### src/sv/rnp_pkg.sv
// ============================================================================
// Radix numeral parse package
// Shared widths, character codes, error codes, types and the character
// decoder used by the parser, the emitter and the top level.
// ============================================================================
package rnp_pkg;

    localparam int MAX_DIGITS = 64;
    localparam int ADDR_W     = $clog2(MAX_DIGITS);
    localparam int CNT_W      = $clog2(MAX_DIGITS + 1);
    localparam int DIGIT_W    = 6;
    localparam int ERR_W      = 4;
    localparam int RADIX_W    = 6;
    localparam int CHAR_W     = 8;
    localparam int APB_AW     = 3;
    localparam int APB_DW     = 32;

    localparam logic [RADIX_W-1:0] RADIX_RESET = 6'd10;
    localparam logic               REG_RADIX   = 1'b0;

    // Character codes.
    localparam logic [CHAR_W-1:0] CH_MINUS  = 8'h2D;
    localparam logic [CHAR_W-1:0] CH_POINT  = 8'h2E;
    localparam logic [CHAR_W-1:0] CH_OPEN   = 8'h28;
    localparam logic [CHAR_W-1:0] CH_CLOSE  = 8'h29;
    localparam logic [CHAR_W-1:0] CH_0      = 8'h30;
    localparam logic [CHAR_W-1:0] CH_9      = 8'h39;
    localparam logic [CHAR_W-1:0] CH_UP_A   = 8'h41;
    localparam logic [CHAR_W-1:0] CH_UP_Z   = 8'h5A;
    localparam logic [CHAR_W-1:0] CH_LO_A   = 8'h61;
    localparam logic [CHAR_W-1:0] CH_LO_Z   = 8'h7A;

    // Error codes.
    localparam logic [ERR_W-1:0] ERR_NONE        = 4'd0;
    localparam logic [ERR_W-1:0] ERR_SIGN        = 4'd1;
    localparam logic [ERR_W-1:0] ERR_TWO_POINTS  = 4'd2;
    localparam logic [ERR_W-1:0] ERR_NO_INT      = 4'd3;
    localparam logic [ERR_W-1:0] ERR_NESTED      = 4'd4;
    localparam logic [ERR_W-1:0] ERR_RPT_EARLY   = 4'd5;
    localparam logic [ERR_W-1:0] ERR_STRAY_CLOSE = 4'd6;
    localparam logic [ERR_W-1:0] ERR_EMPTY_RPT   = 4'd7;
    localparam logic [ERR_W-1:0] ERR_BAD_CHAR    = 4'd8;
    localparam logic [ERR_W-1:0] ERR_UNCLOSED    = 4'd9;
    localparam logic [ERR_W-1:0] ERR_NO_FRAC     = 4'd10;
    localparam logic [ERR_W-1:0] ERR_NO_DIGITS   = 4'd11;
    localparam logic [ERR_W-1:0] ERR_TOO_LONG    = 4'd12;

    // Parse state of one numeral, also handed to the emitter as a summary.
    typedef struct packed {
        logic [ERR_W-1:0]  err;
        logic              sign;
        logic              point;
        logic              paren;
        logic [CNT_W-1:0]  count;
        logic [CNT_W-1:0]  frac;
        logic [CNT_W-1:0]  rep;
        logic [CNT_W-1:0]  grp;
        logic              int_nz;
        logic [ADDR_W-1:0] first_nz;
        logic              frac_nz;
        logic [ADDR_W-1:0] last_nz;
    } t_parse_sum;

    localparam t_parse_sum PARSE_CLEAR = '0;

    typedef struct packed {
        logic               ok;
        logic [DIGIT_W-1:0] val;
    } t_char_val;

    typedef struct packed {
        logic [DIGIT_W-1:0] digit_value;
        logic               negative;
        logic               in_fraction;
        logic               in_repeat;
        logic [ERR_W-1:0]   error_code;
        logic               last_result;
    } t_result;

    typedef enum logic [2:0] {
        ST_IDLE,
        ST_CALC1,
        ST_CALC2,
        ST_EMIT_RD,
        ST_EMIT_LD
    } t_state;

    function automatic t_char_val char_value(input logic [CHAR_W-1:0] c);
        t_char_val r;
        r.ok  = 1'b1;
        r.val = '0;
        if (c inside {[CH_0:CH_9]}) begin
            r.val = DIGIT_W'(c - CH_0);
        end else if (c inside {[CH_UP_A:CH_UP_Z]}) begin
            r.val = DIGIT_W'(c - CH_UP_A + 8'd10);
        end else if (c inside {[CH_LO_A:CH_LO_Z]}) begin
            r.val = DIGIT_W'(c - CH_LO_A + 8'd10);
        end else begin
            r.ok = 1'b0;
        end
        return r;
    endfunction

endpackage

### src/sv/rnp_ram.sv
// ============================================================================
// Generic simple dual-port RAM
// One write port and one read port with a registered, enabled read.
// ============================================================================
module rnp_ram #(
    parameter int WIDTH = 8,
    parameter int DEPTH = 64
) (
    input  logic                     i_clk,
    input  logic                     i_we,
    input  logic [$clog2(DEPTH)-1:0] i_waddr,
    input  logic [WIDTH-1:0]         i_wdata,
    input  logic                     i_re,
    input  logic [$clog2(DEPTH)-1:0] i_raddr,
    output logic [WIDTH-1:0]         o_rdata
);

    logic [WIDTH-1:0] r_mem [DEPTH];
    logic [WIDTH-1:0] r_rdata;

    always_ff @(posedge i_clk) begin
        if (i_we) begin
            r_mem[i_waddr] <= i_wdata;
        end
        if (i_re) begin
            r_rdata <= r_mem[i_raddr];
        end
    end

    assign o_rdata = r_rdata;

endmodule

### src/sv/rnp_parser.sv
// ============================================================================
// Numeral character parser
// Checks the syntax one character per beat, writes digit values to the
// digit store and tracks the counts and zero-trim positions of the numeral.
// ============================================================================
module rnp_parser
    import rnp_pkg::*;
(
    input  logic                i_clk,
    input  logic                i_rst_n,
    input  logic                i_fire,
    input  logic [CHAR_W-1:0]   i_char_code,
    input  logic                i_is_final,
    input  logic [RADIX_W-1:0]  i_radix,
    output logic                o_we,
    output logic [ADDR_W-1:0]   o_waddr,
    output logic [DIGIT_W-1:0]  o_wdata,
    output t_parse_sum          o_sum
);

    t_parse_sum r_st;
    t_parse_sum n_st;
    t_parse_sum upd;
    logic       r_first_pending;
    logic       n_first_pending;
    t_char_val  cv;

    assign cv = char_value(i_char_code);

    always_comb begin
        upd     = r_st;
        o_we    = 1'b0;
        o_waddr = r_st.count[ADDR_W-1:0];
        o_wdata = cv.val;
        if (i_fire && r_st.err == ERR_NONE) begin
            case (i_char_code)
                CH_MINUS: begin
                    if (!r_first_pending) upd.err = ERR_SIGN;
                    else upd.sign = 1'b1;
                end
                CH_POINT: begin
                    if (r_st.point) upd.err = ERR_TWO_POINTS;
                    else if (r_st.count == '0) upd.err = ERR_NO_INT;
                    else upd.point = 1'b1;
                end
                CH_OPEN: begin
                    if (r_st.paren) upd.err = ERR_NESTED;
                    else if (!r_st.point) upd.err = ERR_RPT_EARLY;
                    else begin
                        upd.paren = 1'b1;
                        upd.grp   = '0;
                    end
                end
                CH_CLOSE: begin
                    if (!r_st.paren) upd.err = ERR_STRAY_CLOSE;
                    else if (r_st.grp == '0) upd.err = ERR_EMPTY_RPT;
                    else upd.paren = 1'b0;
                end
                default: begin
                    if (cv.ok && cv.val < i_radix) begin
                        if (r_st.count >= CNT_W'(MAX_DIGITS)) begin
                            upd.err = ERR_TOO_LONG;
                        end else begin
                            o_we      = 1'b1;
                            upd.count = r_st.count + 1'b1;
                            if (r_st.point) upd.frac = r_st.frac + 1'b1;
                            if (r_st.paren) begin
                                upd.rep = r_st.rep + 1'b1;
                                upd.grp = r_st.grp + 1'b1;
                            end
                            // Remember where the kept digits start and end.
                            if (cv.val != '0) begin
                                if (!r_st.point && !r_st.int_nz) begin
                                    upd.int_nz   = 1'b1;
                                    upd.first_nz = r_st.count[ADDR_W-1:0];
                                end
                                if (r_st.point) begin
                                    upd.frac_nz = 1'b1;
                                    upd.last_nz = r_st.count[ADDR_W-1:0];
                                end
                            end
                        end
                    end else begin
                        upd.err = ERR_BAD_CHAR;
                    end
                end
            endcase
        end
    end

    always_comb begin
        n_st            = upd;
        n_first_pending = r_first_pending;
        if (i_fire) begin
            n_first_pending = 1'b0;
            if (i_is_final) begin
                n_st            = PARSE_CLEAR;
                n_first_pending = 1'b1;
            end
        end
    end

    always_ff @(posedge i_clk) begin
        if (!i_rst_n) begin
            r_st            <= PARSE_CLEAR;
            r_first_pending <= 1'b1;
        end else begin
            r_st            <= n_st;
            r_first_pending <= n_first_pending;
        end
    end

    assign o_sum = upd;

endmodule

### src/sv/rnp_emitter.sv
// ============================================================================
// Normalized digit emitter
// Turns a numeral summary into an error result, a zero result or the trimmed digits,
// reading them from the digit store into the output register.
// ============================================================================
module rnp_emitter
    import rnp_pkg::*;
(
    input  logic                i_clk,
    input  logic                i_rst_n,
    input  logic                i_start,
    input  t_parse_sum          i_sum,
    output logic                o_busy,
    output logic                o_re,
    output logic [ADDR_W-1:0]   o_raddr,
    input  logic [DIGIT_W-1:0]  i_rdata,
    output logic                o_valid,
    input  logic                i_ready,
    output t_result             o_result
);

    t_state r_state;
    t_state n_state;

    t_parse_sum r_sum;

    // First calculation step.
    logic [ERR_W-1:0]  r_err,  n_err;
    logic [CNT_W-1:0]  r_first, n_first;
    logic [CNT_W-1:0]  r_last,  n_last;
    logic [CNT_W-1:0]  r_ipos,  n_ipos;
    logic              r_frac_kept, n_frac_kept;
    logic [CNT_W-1:0]  r_rep;
    logic              r_sign;
    logic              r_int_nz;

    // Second calculation step.
    logic [CNT_W-1:0]  r_n, n_n;
    logic [CNT_W-1:0]  r_fthr, n_fthr;
    logic [CNT_W-1:0]  r_rthr, n_rthr;
    logic              r_zero, n_zero;
    logic [CNT_W-1:0]  c_end;
    logic [CNT_W-1:0]  c_dstart;
    logic [CNT_W-1:0]  c_nrep;

    logic [CNT_W-1:0]  r_k;
    logic              r_out_valid;
    t_result           r_result;

    logic out_free;
    logic single;
    logic is_last;
    logic calc1_en;
    logic calc2_en;
    logic load_single;
    logic load_digit;

    assign out_free = !r_out_valid || i_ready;
    assign single   = (r_err != ERR_NONE) || r_zero;
    assign is_last  = (r_k + 1'b1) == r_n;

    // Step one: final error code and the span of kept digits.
    always_comb begin
        n_err = r_sum.err;
        if (r_sum.err == ERR_NONE) begin
            if (r_sum.paren) n_err = ERR_UNCLOSED;
            else if (r_sum.point && r_sum.frac == '0) n_err = ERR_NO_FRAC;
            else if (r_sum.count == '0) n_err = ERR_NO_DIGITS;
        end
        n_ipos = r_sum.count - r_sum.frac;
        if (r_sum.int_nz) n_first = CNT_W'(r_sum.first_nz);
        else if (r_sum.frac != '0) n_first = n_ipos - 1'b1;
        else n_first = n_ipos;
        n_frac_kept = r_sum.frac != '0;
        n_last      = r_sum.count - 1'b1;
        if (r_sum.frac != '0 && r_sum.rep == '0) begin
            if (r_sum.frac_nz) begin
                n_last = CNT_W'(r_sum.last_nz);
            end else begin
                n_frac_kept = 1'b0;
                n_last      = n_ipos - 1'b1;
            end
        end
    end

    // Step two: digit count and the thresholds of the fraction and tail.
    always_comb begin
        c_end    = r_last + 1'b1;
        n_n      = (c_end > r_first) ? c_end - r_first : '0;
        n_zero   = (n_n == '0) || (n_n == CNT_W'(1) && !r_int_nz);
        c_dstart = r_ipos - r_first;
        c_nrep   = n_n - r_rep;
        n_fthr   = r_frac_kept ? c_dstart : n_n;
        n_rthr   = (r_rep != '0 && c_nrep >= c_dstart) ? c_nrep : n_n;
    end

    always_comb begin
        n_state = r_state;
        case (r_state)
            ST_IDLE: begin
                if (i_start) n_state = ST_CALC1;
            end
            ST_CALC1: n_state = ST_CALC2;
            ST_CALC2: n_state = ST_EMIT_RD;
            ST_EMIT_RD: begin
                if (!single) n_state = ST_EMIT_LD;
                else if (out_free) n_state = ST_IDLE;
            end
            ST_EMIT_LD: begin
                if (out_free) n_state = is_last ? ST_IDLE : ST_EMIT_RD;
            end
            default: n_state = ST_IDLE;
        endcase
    end

    always_comb begin
        calc1_en    = 1'b0;
        calc2_en    = 1'b0;
        load_single = 1'b0;
        load_digit  = 1'b0;
        o_re        = 1'b0;
        case (r_state)
            ST_CALC1: calc1_en = 1'b1;
            ST_CALC2: calc2_en = 1'b1;
            ST_EMIT_RD: begin
                if (single) load_single = out_free;
                else o_re = 1'b1;
            end
            ST_EMIT_LD: load_digit = out_free;
            default: ;
        endcase
    end

    assign o_busy  = r_state != ST_IDLE;
    assign o_raddr = ADDR_W'(r_first + r_k);

    always_ff @(posedge i_clk) begin
        if (!i_rst_n) begin
            r_state     <= ST_IDLE;
            r_out_valid <= 1'b0;
        end else begin
            r_state <= n_state;
            if (load_single || load_digit) r_out_valid <= 1'b1;
            else if (i_ready) r_out_valid <= 1'b0;
        end
    end

    always_ff @(posedge i_clk) begin
        if (i_start && r_state == ST_IDLE) r_sum <= i_sum;
        if (calc1_en) begin
            r_err       <= n_err;
            r_first     <= n_first;
            r_last      <= n_last;
            r_ipos      <= n_ipos;
            r_frac_kept <= n_frac_kept;
            r_rep       <= r_sum.rep;
            r_sign      <= r_sum.sign;
            r_int_nz    <= r_sum.int_nz;
        end
        if (calc2_en) begin
            r_n    <= n_n;
            r_fthr <= n_fthr;
            r_rthr <= n_rthr;
            r_zero <= n_zero;
            r_k    <= '0;
        end
        if (load_single) begin
            r_result.digit_value <= '0;
            r_result.negative    <= 1'b0;
            r_result.in_fraction <= 1'b0;
            r_result.in_repeat   <= 1'b0;
            r_result.error_code  <= r_err;
            r_result.last_result <= 1'b1;
        end
        if (load_digit) begin
            r_result.digit_value <= i_rdata;
            r_result.negative    <= r_sign;
            r_result.in_fraction <= r_k >= r_fthr;
            r_result.in_repeat   <= r_k >= r_rthr;
            r_result.error_code  <= ERR_NONE;
            r_result.last_result <= is_last;
            r_k                  <= r_k + 1'b1;
        end
    end

    assign o_valid  = r_out_valid;
    assign o_result = r_result;

endmodule

### src/sv/radix_numeral_parse_normalize_unit.sv
// ============================================================================
// Radix numeral parse and normalize unit
// Parses an ASCII numeral in a configurable base and returns its normalized
// digits, or one error code, as a stream of result beats.
// ============================================================================
// The unit takes one character beat per clock cycle while a numeral is being
// parsed: an optional leading minus, digits below the radix register (0-9,
// A-Z or a-z), one radix point and parenthesized repeating groups after the
// point. Digit values go into a 64-entry digit store, a RAM with a registered
// read, and the first syntax error is latched. When the beat marked final
// has been taken the input side stops accepting beats: the calculation states
// CALC1 and CALC2 compute the kept span of digits (leading integer zeros and,
// without a repeat, trailing fraction zeros are trimmed), and then either one
// result beat carries the error code or the zero value, or each kept digit is
// read from the store in a read state and placed in the output register in a
// load state, which waits while the sink is not ready. The input side opens
// again as soon as the final result sits in the output register, so the next
// numeral can start while it waits to be taken. The digit store needs no
// clearing after reset, since only entries written for the current numeral
// are read. The radix register sits at byte address 0 of the APB port,
// resets to 10 and must only be written while the unit is idle.
module radix_numeral_parse_normalize_unit
    import rnp_pkg::*;
(
    input  logic                i_clk,
    input  logic                i_rst_n,
    // Character input channel.
    input  logic                i_in_valid,
    output logic                o_in_ready,
    input  logic [CHAR_W-1:0]   i_char_code,
    input  logic                i_is_final,
    // Result output channel.
    output logic                o_out_valid,
    input  logic                i_out_ready,
    output logic [DIGIT_W-1:0]  o_digit_value,
    output logic                o_negative,
    output logic                o_in_fraction,
    output logic                o_in_repeat,
    output logic [ERR_W-1:0]    o_error_code,
    output logic                o_last_result,
    // Configuration port.
    input  logic                psel,
    input  logic                penable,
    input  logic                pwrite,
    input  logic [APB_AW-1:0]   paddr,
    input  logic [APB_DW-1:0]   pwdata,
    output logic [APB_DW-1:0]   prdata,
    output logic                pready
);

    logic [RADIX_W-1:0] r_radix;
    logic               cfg_wr;
    logic               in_fire;
    logic               busy;

    logic               ram_we;
    logic [ADDR_W-1:0]  ram_waddr;
    logic [DIGIT_W-1:0] ram_wdata;
    logic               ram_re;
    logic [ADDR_W-1:0]  ram_raddr;
    logic [DIGIT_W-1:0] ram_rdata;

    t_parse_sum         sum;
    t_result            result;

    // The register index is the word address; only the radix register exists.
    assign pready = 1'b1;
    assign cfg_wr = psel && penable && pwrite && (paddr[2] == REG_RADIX);
    assign prdata = (paddr[2] == REG_RADIX) ? APB_DW'(r_radix) : '0;

    always_ff @(posedge i_clk) begin
        if (!i_rst_n) begin
            r_radix <= RADIX_RESET;
        end else if (cfg_wr) begin
            r_radix <= pwdata[RADIX_W-1:0];
        end
    end

    // Characters are taken only while no numeral is being emitted, so the
    // store is never written and read for the same numeral at once.
    assign o_in_ready = !busy;
    assign in_fire    = i_in_valid && o_in_ready;

    rnp_parser u_parser (
        .i_clk       (i_clk),
        .i_rst_n     (i_rst_n),
        .i_fire      (in_fire),
        .i_char_code (i_char_code),
        .i_is_final  (i_is_final),
        .i_radix     (r_radix),
        .o_we        (ram_we),
        .o_waddr     (ram_waddr),
        .o_wdata     (ram_wdata),
        .o_sum       (sum)
    );

    rnp_ram #(
        .WIDTH (DIGIT_W),
        .DEPTH (MAX_DIGITS)
    ) u_digit_store (
        .i_clk   (i_clk),
        .i_we    (ram_we),
        .i_waddr (ram_waddr),
        .i_wdata (ram_wdata),
        .i_re    (ram_re),
        .i_raddr (ram_raddr),
        .o_rdata (ram_rdata)
    );

    rnp_emitter u_emitter (
        .i_clk    (i_clk),
        .i_rst_n  (i_rst_n),
        .i_start  (in_fire && i_is_final),
        .i_sum    (sum),
        .o_busy   (busy),
        .o_re     (ram_re),
        .o_raddr  (ram_raddr),
        .i_rdata  (ram_rdata),
        .o_valid  (o_out_valid),
        .i_ready  (i_out_ready),
        .o_result (result)
    );

    assign o_digit_value = result.digit_value;
    assign o_negative    = result.negative;
    assign o_in_fraction = result.in_fraction;
    assign o_in_repeat   = result.in_repeat;
    assign o_error_code  = result.error_code;
    assign o_last_result = result.last_result;

`ifndef ASSERT_OFF
    // A final character hands the numeral to the emitter, which blocks input.
    a_final_blocks: assert property (@(posedge i_clk) disable iff (!i_rst_n)
        (in_fire && i_is_final) |=> !o_in_ready)
        else $error("input still open after the final character");

    // The store is never written and read in the same cycle.
    a_no_rw_overlap: assert property (@(posedge i_clk) disable iff (!i_rst_n)
        ram_we |-> !ram_re)
        else $error("digit store written during emission");

    // An error result is a single beat with a zero digit.
    a_error_beat: assert property (@(posedge i_clk) disable iff (!i_rst_n)
        (o_out_valid && o_error_code != ERR_NONE) |->
            (o_last_result && o_digit_value == '0 && !o_negative))
        else $error("malformed error result");
`endif

endmodule

### config.mk
export PLATFORM = sky130hd
export DESIGN_NAME = radix_numeral_parse_normalize_unit
export DESIGN_NICKNAME = d
export VERILOG_FILES = /design/src/sv/rnp_pkg.sv /design/src/sv/rnp_ram.sv /design/src/sv/rnp_parser.sv /design/src/sv/rnp_emitter.sv /design/src/sv/radix_numeral_parse_normalize_unit.sv
export SDC_FILE = /design/constraint.sdc
export NUM_CORES = 1
export LEC_CHECK = 0
export BUFFER_PORTS_ARGS = -buffer_cell sky130_fd_sc_hd__buf_2
export CAP_MARGIN = 10
export CORE_UTILIZATION = 50
export CTS_CLUSTER_DIAMETER = 150
export CTS_CLUSTER_SIZE = 24
export DETAILED_ROUTE_END_ITERATION = 10
export PLACE_DENSITY = 0.67
export SLEW_MARGIN = 15
export SYNTH_ARGS = -nofsm -noshare
export SYNTH_HDL_FRONTEND = slang
export SYNTH_SLANG_ARGS = --single-unit
### constraint.sdc
create_clock -name i_clk -period 15.1 [get_ports i_clk]
set_input_delay 1.51 -clock i_clk [delete_from_list [all_inputs] [get_ports i_clk]]
set_output_delay 1.51 -clock i_clk [all_outputs]
set_load 0.05 [all_outputs]
==> metrics.txt <==
fin. max-slew vios=0; Hold-fix buffers, CTS=0; maximum clock path buffer count=3; first-pass GRT wire length=78600 µm; pre-CTS setup slack=6.77 ns; top post-synthesis cells by count=edfxtp_1, nor2_1, mux4_2; Via density=5.66; Ant. Diodes=0; Chip Height=228 µm; vias in the first global route=13400; global route overflow=0; Max FO, Critical Path=65; share of flip-flops with an asynchronous set or reset=0%; DP Cell Count=2342; Layout area overhead=6.75%; non-filler cells, final=2392; CP required=15.36 ns; status=complete, no violations; Hold Slack=0.419 ns; fin util=54.2%; Min-Delay Path Depth=0; PortBufs=44; die width=228 µm; RSZ-0062 raised after global routing=no; max cap viols=0; Leak Pwr=8.99 nW; Slew HR=33.0%; crit share post-route=50.8%; pin count of the biggest net entering global routing=66; DR vias=13500; First-pass DRT Iterations=5; # DRC=0; Hold Path Class=register to register; die area=51900 µm²; initial core utilization=50.8%; Finish-stage setup viols=0; Post-Syn Area=25500 µm²; # Post-CTS Setup Buffers=0; number of antenna violations at the first check in global routing=0; CTS Buf Count=27; gr usage total=19.7%; TritonCTS clock tree=built; Clk Tree Root Cell=clkbuf_16; share of cells above drive strength 1=14.7%; Period minus WS final=7.68 ns; critical-path cell list=buf_2 > inv_1 > ha_1 > or4b_1 > o22ai_1 > o32a_1 > o21ai_0 > nand2_1 > o31ai_4 > buf_4 > ha_1 > a21o_1 > a21o_1 > a221o_1 > a211o_4 > nor3_4 > nand3_1 > nor2_1; Distinct cells, synth=69; CP arrival=7.94 ns; row cnt=82; Placer Congestion=0.873; Cells after Synth=1677; drt total wl=50800 µm; DR iter-0 viols=1145; Synth area leaders=edfxtp_1, mux4_2, dfxtp_1; core area=50300 µm²; Max IR drop VDD=0.114 mV; Worst-Skew Late Latency=0.62 ns; clock-pin slew on the worst setup and hold paths=0.10 ns; CTS sink cnt=570; Setup crit start kind=input pin; Detail Route Antenna Nets=0; #FFs+latches synth=570; setup TNS=0 ns; sequential area share after synthesis=64.6%; ys flop type=edfxtp_1; IO Pins=100; Clock Skews=0.0302 ns; Syn Area/Cell=15.2 µm²; H-tree levels=1; CP endpoint kind=register; Multi-input gate area=8480 µm²; most frequent cell after synthesis=edfxtp_1; WS Path Type=input pin to register; R2R depth=24; Final Hold Viols=0; Slowest-stage cell, CP=nor2_1; Total Nets Final=1831; Pwr Density=157 nW/µm²; Routed WL per cell=21.2 µm; number of flops mapped to enable cells by yosys=506; Syn. warnings=0; max incr delay on CP=0.79 ns; top cell type by total area after synthesis=edfxtp_1; DP HPWL=33600 µm; CTS resizes=0; share of Yosys cell area claimed by the top area cell type=59.5%; FF+latch area=16500 µm²; Max Clk Rate=130 MHz; worst slew pin tran=1.00 ns; Fill cells=4021; final worst slack=7.42 ns
final timing paths:
check / slack [ns] / start / end
setup / recovery: 7.42 / i_char_code[1] / u_digit_store.r_mem[2][3]
hold / removal: 0.42 / u_emitter.r_sum[44] / u_emitter.r_sign
setup reg to reg: 9.53 / u_emitter.r_last[0] / u_emitter.r_rthr[5]
hold reg to reg: 0.42 / u_emitter.r_sum[44] / u_emitter.r_sign
cell usage in the layout (no fill, tap or decap), drive strengths merged, types with 5 or more instances in the layout:
master,n
nand4,11
ha,76
o22ai,5
dfxtp,64
buf,62
a21oi,52
xor2,26
o21a,10
conb,27
o21ai,40
nor4,7
nor2b,22
nand2,81
xnor2,51
a21o,22
mux2,15
a211oi,16
and3,13
or3,5
nor2,127
edfxtp,506
mux4,120
mux2i,37
nand3,40
or2,8
inv,83
nand2b,14
o21bai,6
clkbuf,48
and2,39
nor3,19
nor3b,7
fa,5
worst max-delay path: cells and delay by family:
family	cells	cell delay, ns
buffers and inverters	3	0.66
AOI/OAI and AO/OA	8	2.40
and+or+nand+nor	5	2.64
adders and majority gates	2	0.70
kinds of logic (layout without fill, tap and decap cells):
| group | Yosys count | count (layout) | synth area share, % |
|---|---|---|---|
| AO/OA/AOI/OAI | 186 | 186 | 4.71 |
| XOR/XNOR | 77 | 77 | 2.64 |
| adder cells (fa/ha/maj) | 81 | 81 | 4.12 |
| buffers and inverters | 176 | 194 | 3.04 |
| flip-flops | 570 | 570 | 64.6 |
| multiplexers | 172 | 172 | 12.7 |
| other | 2 | 27 | 0.0294 |
| AND/OR/NAND/NOR | 413 | 413 | 8.19 |
stage by stage:
step / total power [W] / instance area [µm²]
floorplan: 0.00308 / 25600
global placement: 0.00347 / 26500
global route: 0.00449 / 27200
finish: 0.00427 / 27200
CTS: 0.00430 / 27200
detailed placement: 0.00349 / 26500
layout make-up:
class                           instances  area share (%)
Tap cell                              672            3.09
Inverter                               82            1.13
Multi-Input combinational cell        956            31.1
Sequential cell                       570            60.5
Clock buffer                           48            2.77
Clock inverter                          2           0.106
Timing Repair Buffer                   62            1.30
registers in the layout (all words and copies together) (netlist names), 7 cells and up:
name                 count
u_emitter.r_last         7
u_digit_store.r_mem    384
u_emitter.r_first        7
u_emitter.r_fthr         7
u_emitter.r_ipos         7
u_emitter.r_sum         42
u_emitter.r_rep          7
u_emitter.r_rthr         7
u_emitter.r_n            7
u_emitter.o_result      14
u_parser.r_st           43
u_emitter.r_k            7
power breakdown:
group,internal [W],leakage [nW],switching (W),total [W]
registers,0.00186,4.74,0.0000533,0.00191
logic,0.000670,3.88,0.000864,0.00153
clock network,0.000345,0.371,0.000477,0.000822
per-layer routing:
layer / wire, µm / GRT usage [%] / share of wire, % / vias up
li1: - / - / - / 6351
met1: 23300 / 28.7 / 46 / 6792
met2: 24100 / 31.8 / 47 / 349
met3: 2570 / 2.40 / 5.0 / 55
met4: 856 / 4.24 / 1.7 / 0
met5: 0 / 0 / 0 / -
(Power assumes the default switching activity.)
